[src/rtl/fstab_pkg.sv]
// Shared types and constants for the frequency stability metric block.
`default_nettype none

package fstab_pkg;

    // Ring geometry and derived widths
    localparam int WINDOW = 16;
    localparam int LW     = $clog2(WINDOW);      // ring address bits
    localparam int CW     = $clog2(WINDOW + 1);  // entry count bits
    localparam int MINW   = 5;                   // min_count register bits
    localparam int FREQW  = 32;
    localparam int S1W    = FREQW + LW;          // sum of samples
    localparam int DW     = 2 * FREQW + 2 * LW;  // n*S2, S1^2 and the difference
    localparam int RW     = DW / 2;              // square root bits
    localparam int SCW    = 15;                  // score and quotient bits
    localparam int NUMW   = RW + SCW;            // scaled root
    localparam int MSTEPS = (CW > 4) ? CW : 4;   // product phase length

    localparam logic [SCW-1:0]  FULL_SCORE = 15'd25600;
    localparam logic [MINW-1:0] MIN_RESET  = 5'd4;

    typedef enum logic [1:0] {
        OP_ADD   = 2'd0,
        OP_CLEAR = 2'd1,
        OP_SKIP  = 2'd2
    } t_op;

    typedef struct packed {
        logic             func;
        logic [FREQW-1:0] frequency;
    } t_in;

    typedef struct packed {
        logic [SCW-1:0] stability;
        logic           accepted;
        logic [CW-1:0]  fill;
    } t_out;

    typedef struct packed {
        t_op              op;
        logic [FREQW-1:0] freq;
    } t_cmd;

endpackage

`default_nettype wire

[src/rtl/fstab_ram.sv]
// Generic single-port-write RAM with registered read.
`default_nettype none

module fstab_ram #(
    parameter int WIDTH = 32,
    parameter int DEPTH = 16
) (
    input  logic                     i_clk,
    input  logic                     i_we,
    input  logic [$clog2(DEPTH)-1:0] i_waddr,
    input  logic [WIDTH-1:0]         i_wdata,
    input  logic [$clog2(DEPTH)-1:0] i_raddr,
    output logic [WIDTH-1:0]         o_rdata
);

    logic [WIDTH-1:0] r_mem [DEPTH];
    logic [WIDTH-1:0] r_rdata;

    always_ff @(posedge i_clk) begin
        if (i_we) begin
            r_mem[i_waddr] <= i_wdata;
        end
        r_rdata <= r_mem[i_raddr];
    end

    assign o_rdata = r_rdata;

endmodule

`default_nettype wire

[src/rtl/fstab_front.sv]
// Input stage: accepts items and classifies them into commands.
`default_nettype none

module fstab_front (
    input  logic            i_clk,
    input  logic            i_rst_n,
    input  logic            i_in_valid,
    input  fstab_pkg::t_in  i_in_data,
    output logic            o_in_stall,
    output logic            o_cmd_valid,
    output fstab_pkg::t_cmd o_cmd,
    input  logic            i_cmd_stall
);

    import fstab_pkg::*;

    logic r_valid;
    logic n_valid;
    t_cmd r_cmd;
    t_cmd n_cmd;
    t_cmd w_class;
    logic w_take;

    always_comb begin
        w_class.freq = i_in_data.frequency;
        if (i_in_data.func) begin
            w_class.op = OP_CLEAR;
        end else if (i_in_data.frequency == '0) begin
            w_class.op = OP_SKIP;
        end else begin
            w_class.op = OP_ADD;
        end
    end

    assign o_in_stall = r_valid && i_cmd_stall;
    assign w_take     = i_in_valid && !o_in_stall;

    always_comb begin
        n_valid = r_valid;
        n_cmd   = r_cmd;
        if (w_take) begin
            n_valid = 1'b1;
            n_cmd   = w_class;
        end else if (!i_cmd_stall) begin
            n_valid = 1'b0;
        end
    end

    always_ff @(posedge i_clk) begin
        if (!i_rst_n) begin
            r_valid <= 1'b0;
        end else begin
            r_valid <= n_valid;
        end
    end

    always_ff @(posedge i_clk) begin
        r_cmd <= n_cmd;
    end

    assign o_cmd_valid = r_valid;
    assign o_cmd       = r_cmd;

endmodule

`default_nettype wire

[src/rtl/fstab_queue.sv]
// Command queue between the input stage and the compute engine.
`default_nettype none

module fstab_queue #(
    parameter int DEPTH = 2
) (
    input  logic            i_clk,
    input  logic            i_rst_n,
    input  logic            i_push_valid,
    input  fstab_pkg::t_cmd i_push_data,
    output logic            o_push_stall,
    output logic            o_pop_valid,
    output fstab_pkg::t_cmd o_pop_data,
    input  logic            i_pop_stall
);

    import fstab_pkg::*;

    localparam int PW = (DEPTH > 1) ? $clog2(DEPTH) : 1;
    localparam int NW = $clog2(DEPTH + 1);

    t_cmd          r_mem [DEPTH];
    logic [PW-1:0] r_wr;
    logic [PW-1:0] r_rd;
    logic [NW-1:0] r_cnt;
    logic [PW-1:0] n_wr;
    logic [PW-1:0] n_rd;
    logic [NW-1:0] n_cnt;
    logic          w_push;
    logic          w_pop;

    assign o_push_stall = (r_cnt == NW'(DEPTH));
    assign o_pop_valid  = (r_cnt != '0);
    assign o_pop_data   = r_mem[r_rd];
    assign w_push       = i_push_valid && !o_push_stall;
    assign w_pop        = o_pop_valid && !i_pop_stall;

    always_comb begin
        n_wr  = r_wr;
        n_rd  = r_rd;
        n_cnt = r_cnt;
        if (w_push) begin
            n_wr = (r_wr == PW'(DEPTH - 1)) ? '0 : r_wr + PW'(1);
        end
        if (w_pop) begin
            n_rd = (r_rd == PW'(DEPTH - 1)) ? '0 : r_rd + PW'(1);
        end
        if (w_push && !w_pop) begin
            n_cnt = r_cnt + NW'(1);
        end else if (w_pop && !w_push) begin
            n_cnt = r_cnt - NW'(1);
        end
    end

    always_ff @(posedge i_clk) begin
        if (!i_rst_n) begin
            r_wr  <= '0;
            r_rd  <= '0;
            r_cnt <= '0;
        end else begin
            r_wr  <= n_wr;
            r_rd  <= n_rd;
            r_cnt <= n_cnt;
        end
    end

    always_ff @(posedge i_clk) begin
        if (w_push) begin
            r_mem[r_wr] <= i_push_data;
        end
    end

endmodule

`default_nettype wire

[src/rtl/fstab_back.sv]
// Compute engine: ring update, sums, square root, divide and result register.
`default_nettype none

module fstab_back (
    input  logic                       i_clk,
    input  logic                       i_rst_n,
    input  logic                       i_cfg_we,
    input  logic [fstab_pkg::MINW-1:0] i_cfg_data,
    input  logic                       i_cmd_valid,
    input  fstab_pkg::t_cmd            i_cmd,
    output logic                       o_cmd_stall,
    output logic                       o_out_valid,
    input  logic                       i_out_stall,
    output fstab_pkg::t_out            o_out_data
);

    import fstab_pkg::*;

    localparam int KW   = $clog2(RW);
    localparam int CMPW = (CW > MINW) ? CW : MINW;

    typedef enum logic [7:0] {
        S_IDLE  = 8'b0000_0001,
        S_SUM   = 8'b0000_0010,
        S_MUL   = 8'b0000_0100,
        S_DIFF  = 8'b0000_1000,
        S_SQRT  = 8'b0001_0000,
        S_SCALE = 8'b0010_0000,
        S_DIV   = 8'b0100_0000,
        S_DONE  = 8'b1000_0000
    } t_state;

    // control state
    t_state          r_state, n_state;
    logic [MINW-1:0] r_min, n_min;
    logic [LW-1:0]   r_slot, n_slot;
    logic [CW-1:0]   r_count, n_count;
    logic [SCW-1:0]  r_score, n_score;
    logic            r_out_valid, n_out_valid;
    // datapath
    logic            r_accepted, n_accepted;
    logic [CW-1:0]   r_idx, n_idx;
    logic            r_rd_v, n_rd_v;
    logic            r_sq_v, n_sq_v;
    logic [63:0]     r_sq;
    logic [S1W-1:0]  r_s1, n_s1;
    logic [DW-1:0]   r_s2, n_s2;
    logic [DW-1:0]   r_s1sq, n_s1sq;
    logic [DW-1:0]   r_wide, n_wide;
    logic [CW-1:0]   r_nsh, n_nsh;
    logic [KW-1:0]   r_k, n_k;
    logic [RW+1:0]   r_rem, n_rem;
    logic [RW-1:0]   r_root, n_root;
    logic [SCW-1:0]  r_quo, n_quo;
    t_out            r_out, n_out;

    logic [FREQW-1:0] w_ram_q;
    logic [FREQW-1:0] w_ma;
    logic [FREQW-1:0] w_mb;
    logic [63:0]      w_prod;
    logic             w_we;
    logic             w_issue;
    logic [CW-1:0]    w_count_inc;
    logic [LW-1:0]    w_slot_inc;
    logic [RW+1:0]    w_rem_sh;
    logic [RW+1:0]    w_trial;
    logic [RW+1:0]    w_dsh;
    logic [RW+1:0]    w_div;
    logic [NUMW-1:0]  w_num;

    fstab_ram #(
        .WIDTH (FREQW),
        .DEPTH (WINDOW)
    ) u_ring (
        .i_clk   (i_clk),
        .i_we    (w_we),
        .i_waddr (r_slot),
        .i_wdata (i_cmd.freq),
        .i_raddr (r_idx[LW-1:0]),
        .o_rdata (w_ram_q)
    );

    // Shared multiplier: squares ring data while summing, then S1 partials
    always_comb begin
        w_ma = w_ram_q;
        w_mb = w_ram_q;
        if (r_state == S_MUL) begin
            case (r_k)
                KW'(0): begin
                    w_ma = r_s1[FREQW-1:0];
                    w_mb = r_s1[FREQW-1:0];
                end
                KW'(1): begin
                    w_ma = r_s1[FREQW-1:0];
                    w_mb = FREQW'(r_s1[S1W-1:FREQW]);
                end
                KW'(2): begin
                    w_ma = FREQW'(r_s1[S1W-1:FREQW]);
                    w_mb = FREQW'(r_s1[S1W-1:FREQW]);
                end
                default: begin
                    w_ma = '0;
                    w_mb = '0;
                end
            endcase
        end
    end

    assign w_prod      = w_ma * w_mb;
    assign w_issue     = (r_idx < r_count);
    assign w_count_inc = (r_count == CW'(WINDOW)) ? r_count : r_count + CW'(1);
    assign w_slot_inc  = (r_slot == LW'(WINDOW - 1)) ? '0 : r_slot + LW'(1);
    assign w_rem_sh    = {r_rem[RW-1:0], r_wide[DW-1 -: 2]};
    assign w_trial     = {r_root, 2'b01};
    assign w_dsh       = {r_rem[RW:0], r_wide[SCW-1]};
    assign w_div       = (RW+2)'(r_s1);
    // root * 25600 as three shifted terms
    assign w_num       = (NUMW'(r_root) << 14) + (NUMW'(r_root) << 13)
                       + (NUMW'(r_root) << 10);

    assign o_cmd_stall = (r_state != S_IDLE);

    always_comb begin
        n_state     = r_state;
        n_min       = i_cfg_we ? i_cfg_data : r_min;
        n_slot      = r_slot;
        n_count     = r_count;
        n_score     = r_score;
        n_out_valid = r_out_valid && i_out_stall;
        n_accepted  = r_accepted;
        n_idx       = r_idx;
        n_rd_v      = 1'b0;
        n_sq_v      = 1'b0;
        n_s1        = r_s1;
        n_s2        = r_s2;
        n_s1sq      = r_s1sq;
        n_wide      = r_wide;
        n_nsh       = r_nsh;
        n_k         = r_k;
        n_rem       = r_rem;
        n_root      = r_root;
        n_quo       = r_quo;
        n_out       = r_out;
        w_we        = 1'b0;

        unique case (r_state)
            S_IDLE: begin
                if (i_cmd_valid) begin
                    unique case (i_cmd.op)
                        OP_CLEAR: begin
                            n_slot     = '0;
                            n_count    = '0;
                            n_score    = FULL_SCORE;
                            n_accepted = 1'b0;
                            n_state    = S_DONE;
                        end
                        OP_ADD: begin
                            w_we       = 1'b1;
                            n_slot     = w_slot_inc;
                            n_count    = w_count_inc;
                            n_accepted = 1'b1;
                            n_idx      = '0;
                            n_s1       = '0;
                            n_s2       = '0;
                            if (CMPW'(w_count_inc) < CMPW'(r_min)) begin
                                n_score = FULL_SCORE;
                                n_state = S_DONE;
                            end else begin
                                n_state = S_SUM;
                            end
                        end
                        default: begin
                            n_accepted = 1'b0;
                            n_state    = S_DONE;
                        end
                    endcase
                end
            end

            S_SUM: begin
                // read, square, accumulate: one entry per cycle, two deep
                if (w_issue) begin
                    n_idx = r_idx + CW'(1);
                end
                n_rd_v = w_issue;
                n_sq_v = r_rd_v;
                if (r_rd_v) begin
                    n_s1 = r_s1 + S1W'(w_ram_q);
                end
                if (r_sq_v) begin
                    n_s2 = r_s2 + DW'(r_sq);
                end
                if (!w_issue && !r_rd_v && !r_sq_v) begin
                    n_state = S_MUL;
                    n_k     = '0;
                    n_nsh   = r_count;
                    n_s1sq  = '0;
                    n_wide  = '0;
                end
            end

            S_MUL: begin
                // S1^2 from three partial products, n*S2 by shift and add
                n_sq_v = (r_k < KW'(3));
                if (r_sq_v) begin
                    if (r_k == KW'(1)) begin
                        n_s1sq = r_s1sq + DW'(r_sq);
                    end else if (r_k == KW'(2)) begin
                        n_s1sq = r_s1sq + (DW'(r_sq) << (FREQW + 1));
                    end else begin
                        n_s1sq = r_s1sq + (DW'(r_sq) << (2 * FREQW));
                    end
                end
                if (r_nsh[0]) begin
                    n_wide = r_wide + r_s2;
                end
                n_s2  = r_s2 << 1;
                n_nsh = r_nsh >> 1;
                if (r_k == KW'(MSTEPS - 1)) begin
                    n_state = S_DIFF;
                end else begin
                    n_k = r_k + KW'(1);
                end
            end

            S_DIFF: begin
                n_wide  = r_wide - r_s1sq;
                n_rem   = '0;
                n_root  = '0;
                n_k     = '0;
                n_state = S_SQRT;
            end

            S_SQRT: begin
                // two radicand bits per step, one root bit
                if (w_rem_sh >= w_trial) begin
                    n_rem  = w_rem_sh - w_trial;
                    n_root = {r_root[RW-2:0], 1'b1};
                end else begin
                    n_rem  = w_rem_sh;
                    n_root = {r_root[RW-2:0], 1'b0};
                end
                n_wide = r_wide << 2;
                if (r_k == KW'(RW - 1)) begin
                    n_state = S_SCALE;
                end else begin
                    n_k = r_k + KW'(1);
                end
            end

            S_SCALE: begin
                // ratio reaches full scale exactly when root >= S1
                if (r_root >= r_s1) begin
                    n_score = '0;
                    n_state = S_DONE;
                end else begin
                    n_rem   = (RW+2)'(w_num >> SCW);
                    n_wide  = DW'(w_num[SCW-1:0]);
                    n_quo   = '0;
                    n_k     = '0;
                    n_state = S_DIV;
                end
            end

            S_DIV: begin
                if (w_dsh >= w_div) begin
                    n_rem = w_dsh - w_div;
                    n_quo = {r_quo[SCW-2:0], 1'b1};
                end else begin
                    n_rem = w_dsh;
                    n_quo = {r_quo[SCW-2:0], 1'b0};
                end
                n_wide = r_wide << 1;
                if (r_k == KW'(SCW - 1)) begin
                    n_score = FULL_SCORE - n_quo;
                    n_state = S_DONE;
                end else begin
                    n_k = r_k + KW'(1);
                end
            end

            S_DONE: begin
                // hold until the result register is free
                if (!r_out_valid || !i_out_stall) begin
                    n_out_valid     = 1'b1;
                    n_out.stability = r_score;
                    n_out.accepted  = r_accepted;
                    n_out.fill      = r_count;
                    n_state         = S_IDLE;
                end
            end

            default: begin
                n_state = S_IDLE;
            end
        endcase
    end

    always_ff @(posedge i_clk) begin
        if (!i_rst_n) begin
            r_state     <= S_IDLE;
            r_min       <= MIN_RESET;
            r_slot      <= '0;
            r_count     <= '0;
            r_score     <= FULL_SCORE;
            r_out_valid <= 1'b0;
            r_rd_v      <= 1'b0;
            r_sq_v      <= 1'b0;
        end else begin
            r_state     <= n_state;
            r_min       <= n_min;
            r_slot      <= n_slot;
            r_count     <= n_count;
            r_score     <= n_score;
            r_out_valid <= n_out_valid;
            r_rd_v      <= n_rd_v;
            r_sq_v      <= n_sq_v;
        end
    end

    always_ff @(posedge i_clk) begin
        r_accepted <= n_accepted;
        r_idx      <= n_idx;
        r_sq       <= w_prod;
        r_s1       <= n_s1;
        r_s2       <= n_s2;
        r_s1sq     <= n_s1sq;
        r_wide     <= n_wide;
        r_nsh      <= n_nsh;
        r_k        <= n_k;
        r_rem      <= n_rem;
        r_root     <= n_root;
        r_quo      <= n_quo;
        r_out      <= n_out;
    end

    assign o_out_valid = r_out_valid;
    assign o_out_data  = r_out;

endmodule

`default_nettype wire

[src/rtl/frequency_stability_metric_top.sv]
// Top level of the frequency stability metric block.
//
//   Channel   Direction  Handshake               Payload
//   in        input      i_in_valid / o_in_stall  i_in_data  (t_in: func, frequency)
//   out       output     o_out_valid / i_out_stall o_out_data (t_out: stability, accepted, fill)
//   cfg       input      i_cfg_we                 i_cfg_data (min_count)
//
// An add that computes a score sums over the n ring entries, forms the products, takes the
// bit-serial square root and then divides, unless the root already reaches S1.
// Clear, zero frequency and adds below min_count go from idle straight to the done state.
// Reset is synchronous; the ring is not cleared, only the entry count and write slot.
// A stalled output holds the engine in its done state; the input stage and the command
// queue still take up to QUEUE_DEPTH + 1 more transfers before o_in_stall rises.
`default_nettype none

module frequency_stability_metric_top #(
    parameter int QUEUE_DEPTH = 2
) (
    input  logic                       i_clk,
    input  logic                       i_rst_n,
    input  logic                       i_in_valid,
    input  fstab_pkg::t_in             i_in_data,
    output logic                       o_in_stall,
    output logic                       o_out_valid,
    input  logic                       i_out_stall,
    output fstab_pkg::t_out            o_out_data,
    input  logic                       i_cfg_we,
    input  logic [fstab_pkg::MINW-1:0] i_cfg_data
);

    import fstab_pkg::*;

    logic w_cmd_valid;
    t_cmd w_cmd;
    logic w_cmd_stall;
    logic w_q_valid;
    t_cmd w_q_cmd;
    logic w_q_stall;

    fstab_front u_front (
        .i_clk       (i_clk),
        .i_rst_n     (i_rst_n),
        .i_in_valid  (i_in_valid),
        .i_in_data   (i_in_data),
        .o_in_stall  (o_in_stall),
        .o_cmd_valid (w_cmd_valid),
        .o_cmd       (w_cmd),
        .i_cmd_stall (w_cmd_stall)
    );

    fstab_queue #(
        .DEPTH (QUEUE_DEPTH)
    ) u_queue (
        .i_clk        (i_clk),
        .i_rst_n      (i_rst_n),
        .i_push_valid (w_cmd_valid),
        .i_push_data  (w_cmd),
        .o_push_stall (w_cmd_stall),
        .o_pop_valid  (w_q_valid),
        .o_pop_data   (w_q_cmd),
        .i_pop_stall  (w_q_stall)
    );

    fstab_back u_back (
        .i_clk       (i_clk),
        .i_rst_n     (i_rst_n),
        .i_cfg_we    (i_cfg_we),
        .i_cfg_data  (i_cfg_data),
        .i_cmd_valid (w_q_valid),
        .i_cmd       (w_q_cmd),
        .o_cmd_stall (w_q_stall),
        .o_out_valid (o_out_valid),
        .i_out_stall (i_out_stall),
        .o_out_data  (o_out_data)
    );

`ifndef NO_ASSERTIONS
    a_score_range: assert property (@(posedge i_clk) disable iff (!i_rst_n)
        o_out_valid |-> (o_out_data.stability <= FULL_SCORE))
        else $error("stability above full scale");

    a_accept_fill: assert property (@(posedge i_clk) disable iff (!i_rst_n)
        (o_out_valid && o_out_data.accepted) |-> (o_out_data.fill != '0))
        else $error("stored sample reported with an empty ring");

    a_fill_range: assert property (@(posedge i_clk) disable iff (!i_rst_n)
        o_out_valid |-> (o_out_data.fill <= CW'(WINDOW)))
        else $error("fill exceeds ring size");

    a_stall_source: assert property (@(posedge i_clk) disable iff (!i_rst_n)
        o_in_stall |-> (w_cmd_valid && w_cmd_stall))
        else $error("input stalled with a free input stage");
`endif

endmodule

`default_nettype wire

[config.mk]
export PLATFORM = sky130hd
export DESIGN_NAME = frequency_stability_metric_top
export DESIGN_NICKNAME = d
export VERILOG_FILES = /design/src/rtl/fstab_pkg.sv /design/src/rtl/fstab_ram.sv /design/src/rtl/fstab_front.sv /design/src/rtl/fstab_queue.sv /design/src/rtl/fstab_back.sv /design/src/rtl/frequency_stability_metric_top.sv
export SDC_FILE = /design/constraint.sdc
export NUM_CORES = 2
export LEC_CHECK = 0
export BUFFER_PORTS_ARGS = -buffer_cell sky130_fd_sc_hd__buf_2
export CELL_PAD_IN_SITES_DETAIL_PLACEMENT = 0
export CELL_PAD_IN_SITES_GLOBAL_PLACEMENT = 2
export CORE_ASPECT_RATIO = 1.1
export CORE_MARGIN = 2
export CORE_UTILIZATION = 47
export CTS_CLUSTER_SIZE = 14
export DETAILED_ROUTE_END_ITERATION = 7
export HOLD_SLACK_MARGIN = 0.06
export PLACE_DENSITY_LB_ADDON = 0.05
export SYNTH_ARGS = -nofsm -noshare
export SYNTH_HDL_FRONTEND = slang
export SYNTH_SLANG_ARGS = --single-unit
[constraint.sdc]
create_clock -name i_clk -period 15.3 [get_ports i_clk]
set_clock_uncertainty 0.15 [all_clocks]
set_input_delay 1.53 -clock i_clk [delete_from_list [all_inputs] [get_ports i_clk]]
set_output_delay 1.53 -clock i_clk [all_outputs]
set_load 0.01 [all_outputs]
==> impl_metrics.env <==
export IMPL_status="finished, violations left"
export IMPL_violations="slew limit"
export IMPL_dr_pass1_iters=6
export IMPL_drt_iter0_drc=5939
export IMPL_cp_required_ps=15840
export IMPL_port_buffers=65
export IMPL_vias=74400
export IMPL_cts_sinks=1133
export IMPL_rsz0062_at_grt="false"
export IMPL_grt_busiest_layer="met2"
export IMPL_grt_pass1_vias=75500
export IMPL_postSynth_asyncResetShare=0
export IMPL_yosysUniqueCellTypes=94
export IMPL_slew_viol_final=7
export IMPL_yosysWarnings=0
export IMPL_cts_setup_buffers=0
export IMPL_area_delta_synth_final_pct=7.94
export IMPL_cp_slowest_cell="clkinv_1"
export IMPL_synth_simple_gate_area_frac=0.112
export IMPL_synth_seq_cells=1133
export IMPL_antenna_found_initial=7
export IMPL_achievable_frequency_mhz=79.3
export IMPL_netlist_instances=9797
export IMPL_ys_seq_area_frac=0.327
export IMPL_cts_root_buffer="clkbuf_16"
export IMPL_pin_count=66
export IMPL_synth_top_family_by_area="adder cells"
export IMPL_arrival_ps=13160
export IMPL_die_area_mm2=0.216
export IMPL_htree_num_levels=3
export IMPL_synth_xor_area_frac=0.0446
export IMPL_endpoint_kind="register"
export IMPL_critical_path_max_stage_delay_ps=1310
export IMPL_drc=0
export IMPL_synth_edf_count=991
export IMPL_tightest_slew_ps=1520
export IMPL_avgSynthCellArea_um2=10.2
export IMPL_tns_ps=0
export IMPL_avgViaCountPerCell=5.90
export IMPL_cpMostUsedCell="fa_1"
export IMPL_place_congestion=0.961
export IMPL_wl_um=333000
export IMPL_cts_tree="done"
export IMPL_track_usage=0.307
export IMPL_ys_flop_type="edfxtp_1"
export IMPL_drive_gt1_frac=0.0744
export IMPL_ant_nets=0
export IMPL_rows=177
export IMPL_min_period_over_period=0.824
export IMPL_setup_violations_final=0
export IMPL_hpwl_um=251000
export IMPL_synth_area_leaders="edfxtp_1 (30%), fa_1 (19%), ha_1 (8.9%)"
export IMPL_synth_area_mux_share=0.0443
export IMPL_hp_class="register to register"
export IMPL_start_util=0.472
export IMPL_grt_pass1_wl_um=495000
export IMPL_syn_area_mm2=0.0998
export IMPL_synth_top_cell_area_share=0.298
export IMPL_die_x_um=443
export IMPL_relSlewSlack=-0.0131
export IMPL_cts_hold_buf=0
export IMPL_grt_util_met2=0.504
export IMPL_synth_compound_area_frac=0.131
export IMPL_path_class="register to register"
export IMPL_hold_violations=0
export IMPL_synth_adder_area_share=0.277
export IMPL_fp_dieH_um=487
export IMPL_critPathLaunchType="register"
export IMPL_path_max_fanout=35
export IMPL_use_met3=0.0339
export IMPL_cts_path_max_buffers=3
export IMPL_grt_max_degree=132
export IMPL_fin_crit_ps=12610
export IMPL_nNetsFinal=11400
export IMPL_cts_resized=0
export IMPL_drt_wirelength_per_cell_um=26.4
export IMPL_met1_usage=0.420
export IMPL_post_route_util=0.510
export IMPL_syn_num_nets=11500
export IMPL_cap_violations=0
export IMPL_yosysTopAreaCell="edfxtp_1"
export IMPL_grt_overflow_total=0
export IMPL_cts_buffers=121
export IMPL_worstSkewPairLatency_ps=800
export IMPL_core_mm2=0.211
export IMPL_clk_pin_slew_ps=60
layout make-up:
type	instances	area [um2]
Antenna cell	3	7.51
Clock buffer	167	3460
Clock inverter	58	729
Fill cell	19400	104000
Inverter	1267	4760
Multi-Input combinational cell	6968	61000
Sequential cell	1133	32600
Tap cell	2774	3470
Timing Repair Buffer	238	1640
worst paths after layout:
| path | from | endpoint | slack (ps) | cells past startpoint |
|---|---|---|---|---|
| setup / recovery | u_back.r_state[0] | u_back.r_sq[62] | 2690 | 32 |
| hold / removal | u_back.r_score[13] | u_back.o_out_data[19] | 280 | 0 |
| setup reg to reg | u_back.r_state[0] | u_back.r_sq[62] | 2690 | 32 |
| hold reg to reg | u_back.r_score[13] | u_back.o_out_data[19] | 280 | 0 |
critical path: cells and delay by family (launching register included):
| kind | cells | cell delay [ps] |
|---|---|---|
| adders and majority gates | 9 | 4570 |
| DFF | 1 | 370 |
| xor gates and xnor gates | 1 | 160 |
| buffers and inverters | 7 | 1930 |
| AOI/OAI and AO/OA | 9 | 3670 |
| and+or+nand+nor | 6 | 1610 |
cell usage in the layout, fill, tap and decap left out, types with 65 or more instances in the layout:
cell type,n
nor3_1,80
xor2_1,240
buf_4,172
a31oi_1,69
mux4_2,160
inv_1,1254
nand3_1,112
nand2b_1,84
a211oi_1,77
dfxtp_1,141
a21oi_1,607
fa_1,936
clkbuf_16,126
o21bai_1,75
nand4_1,102
ha_1,711
nand2_1,942
o21ai_0,396
nor2_1,828
a22oi_1,101
buf_2,65
xnor2_1,266
a21o_1,270
edfxtp_1,991
nor2b_1,73
cells by family after synthesis:
family / after synthesis
buf+inv: 1696
xor+xnor: 507
flops: 1133
mux: 237
compound gates: 2066
fa+ha+maj: 1647
simple gates: 2511
routing by layer:
layer  up-vias  share of wire
li1      33700              -
met2      2498           0.47
met5         -       0.000033
met1     37800           0.43
met3       438          0.059
met4         2          0.043
synth_stat cells, types with 40 or more instances:
cell type  count
ha_1         711
a31oi_1       69
a21o_1       270
o21ai_1       47
xor2_1       240
o21bai_1      76
nand2b_1      85
nand2_1      945
edfxtp_1     991
mux4_2       160
o21ai_0      400
fa_1         936
nor3_1        85
inv_1       1254
a211oi_1      77
a22o_1        51
nor4_1        40
nand4_1      102
and3_1        44
a22oi_1      108
xnor2_1      266
nor2_1       843
nand3_1      112
nor2b_1       74
clkbuf_1     383
a21oi_1      608
dfxtp_1      142
o21a_1        58
and2_1        45
through the flow:
step	worst slack, ps	instances	hold WS [ps]	instance area [um2]
floorplan	5440	9797	250	99800
global placement	2950	12400	262	104000
detailed placement	3040	12400	262	104000
CTS	2980	12600	282	108000
global route	2200	12600	289	108000
finish	2690	12600	283	108000
state kept, by name (all words and copies together) (netlist names), 36 cells and up, named ones only:
register,cells
u_back.r_rem,37
u_back.r_root,36
u_back.r_s1,36
u_back.r_s1sq,72
u_back.r_s2,72
u_back.r_sq,64
u_back.r_wide,72
u_back.u_ring.r_mem,512
u_queue.r_mem,68
Power is not shown: default switching activity piles up to over one toggle a cycle in this logic, so the estimate is an artifact.
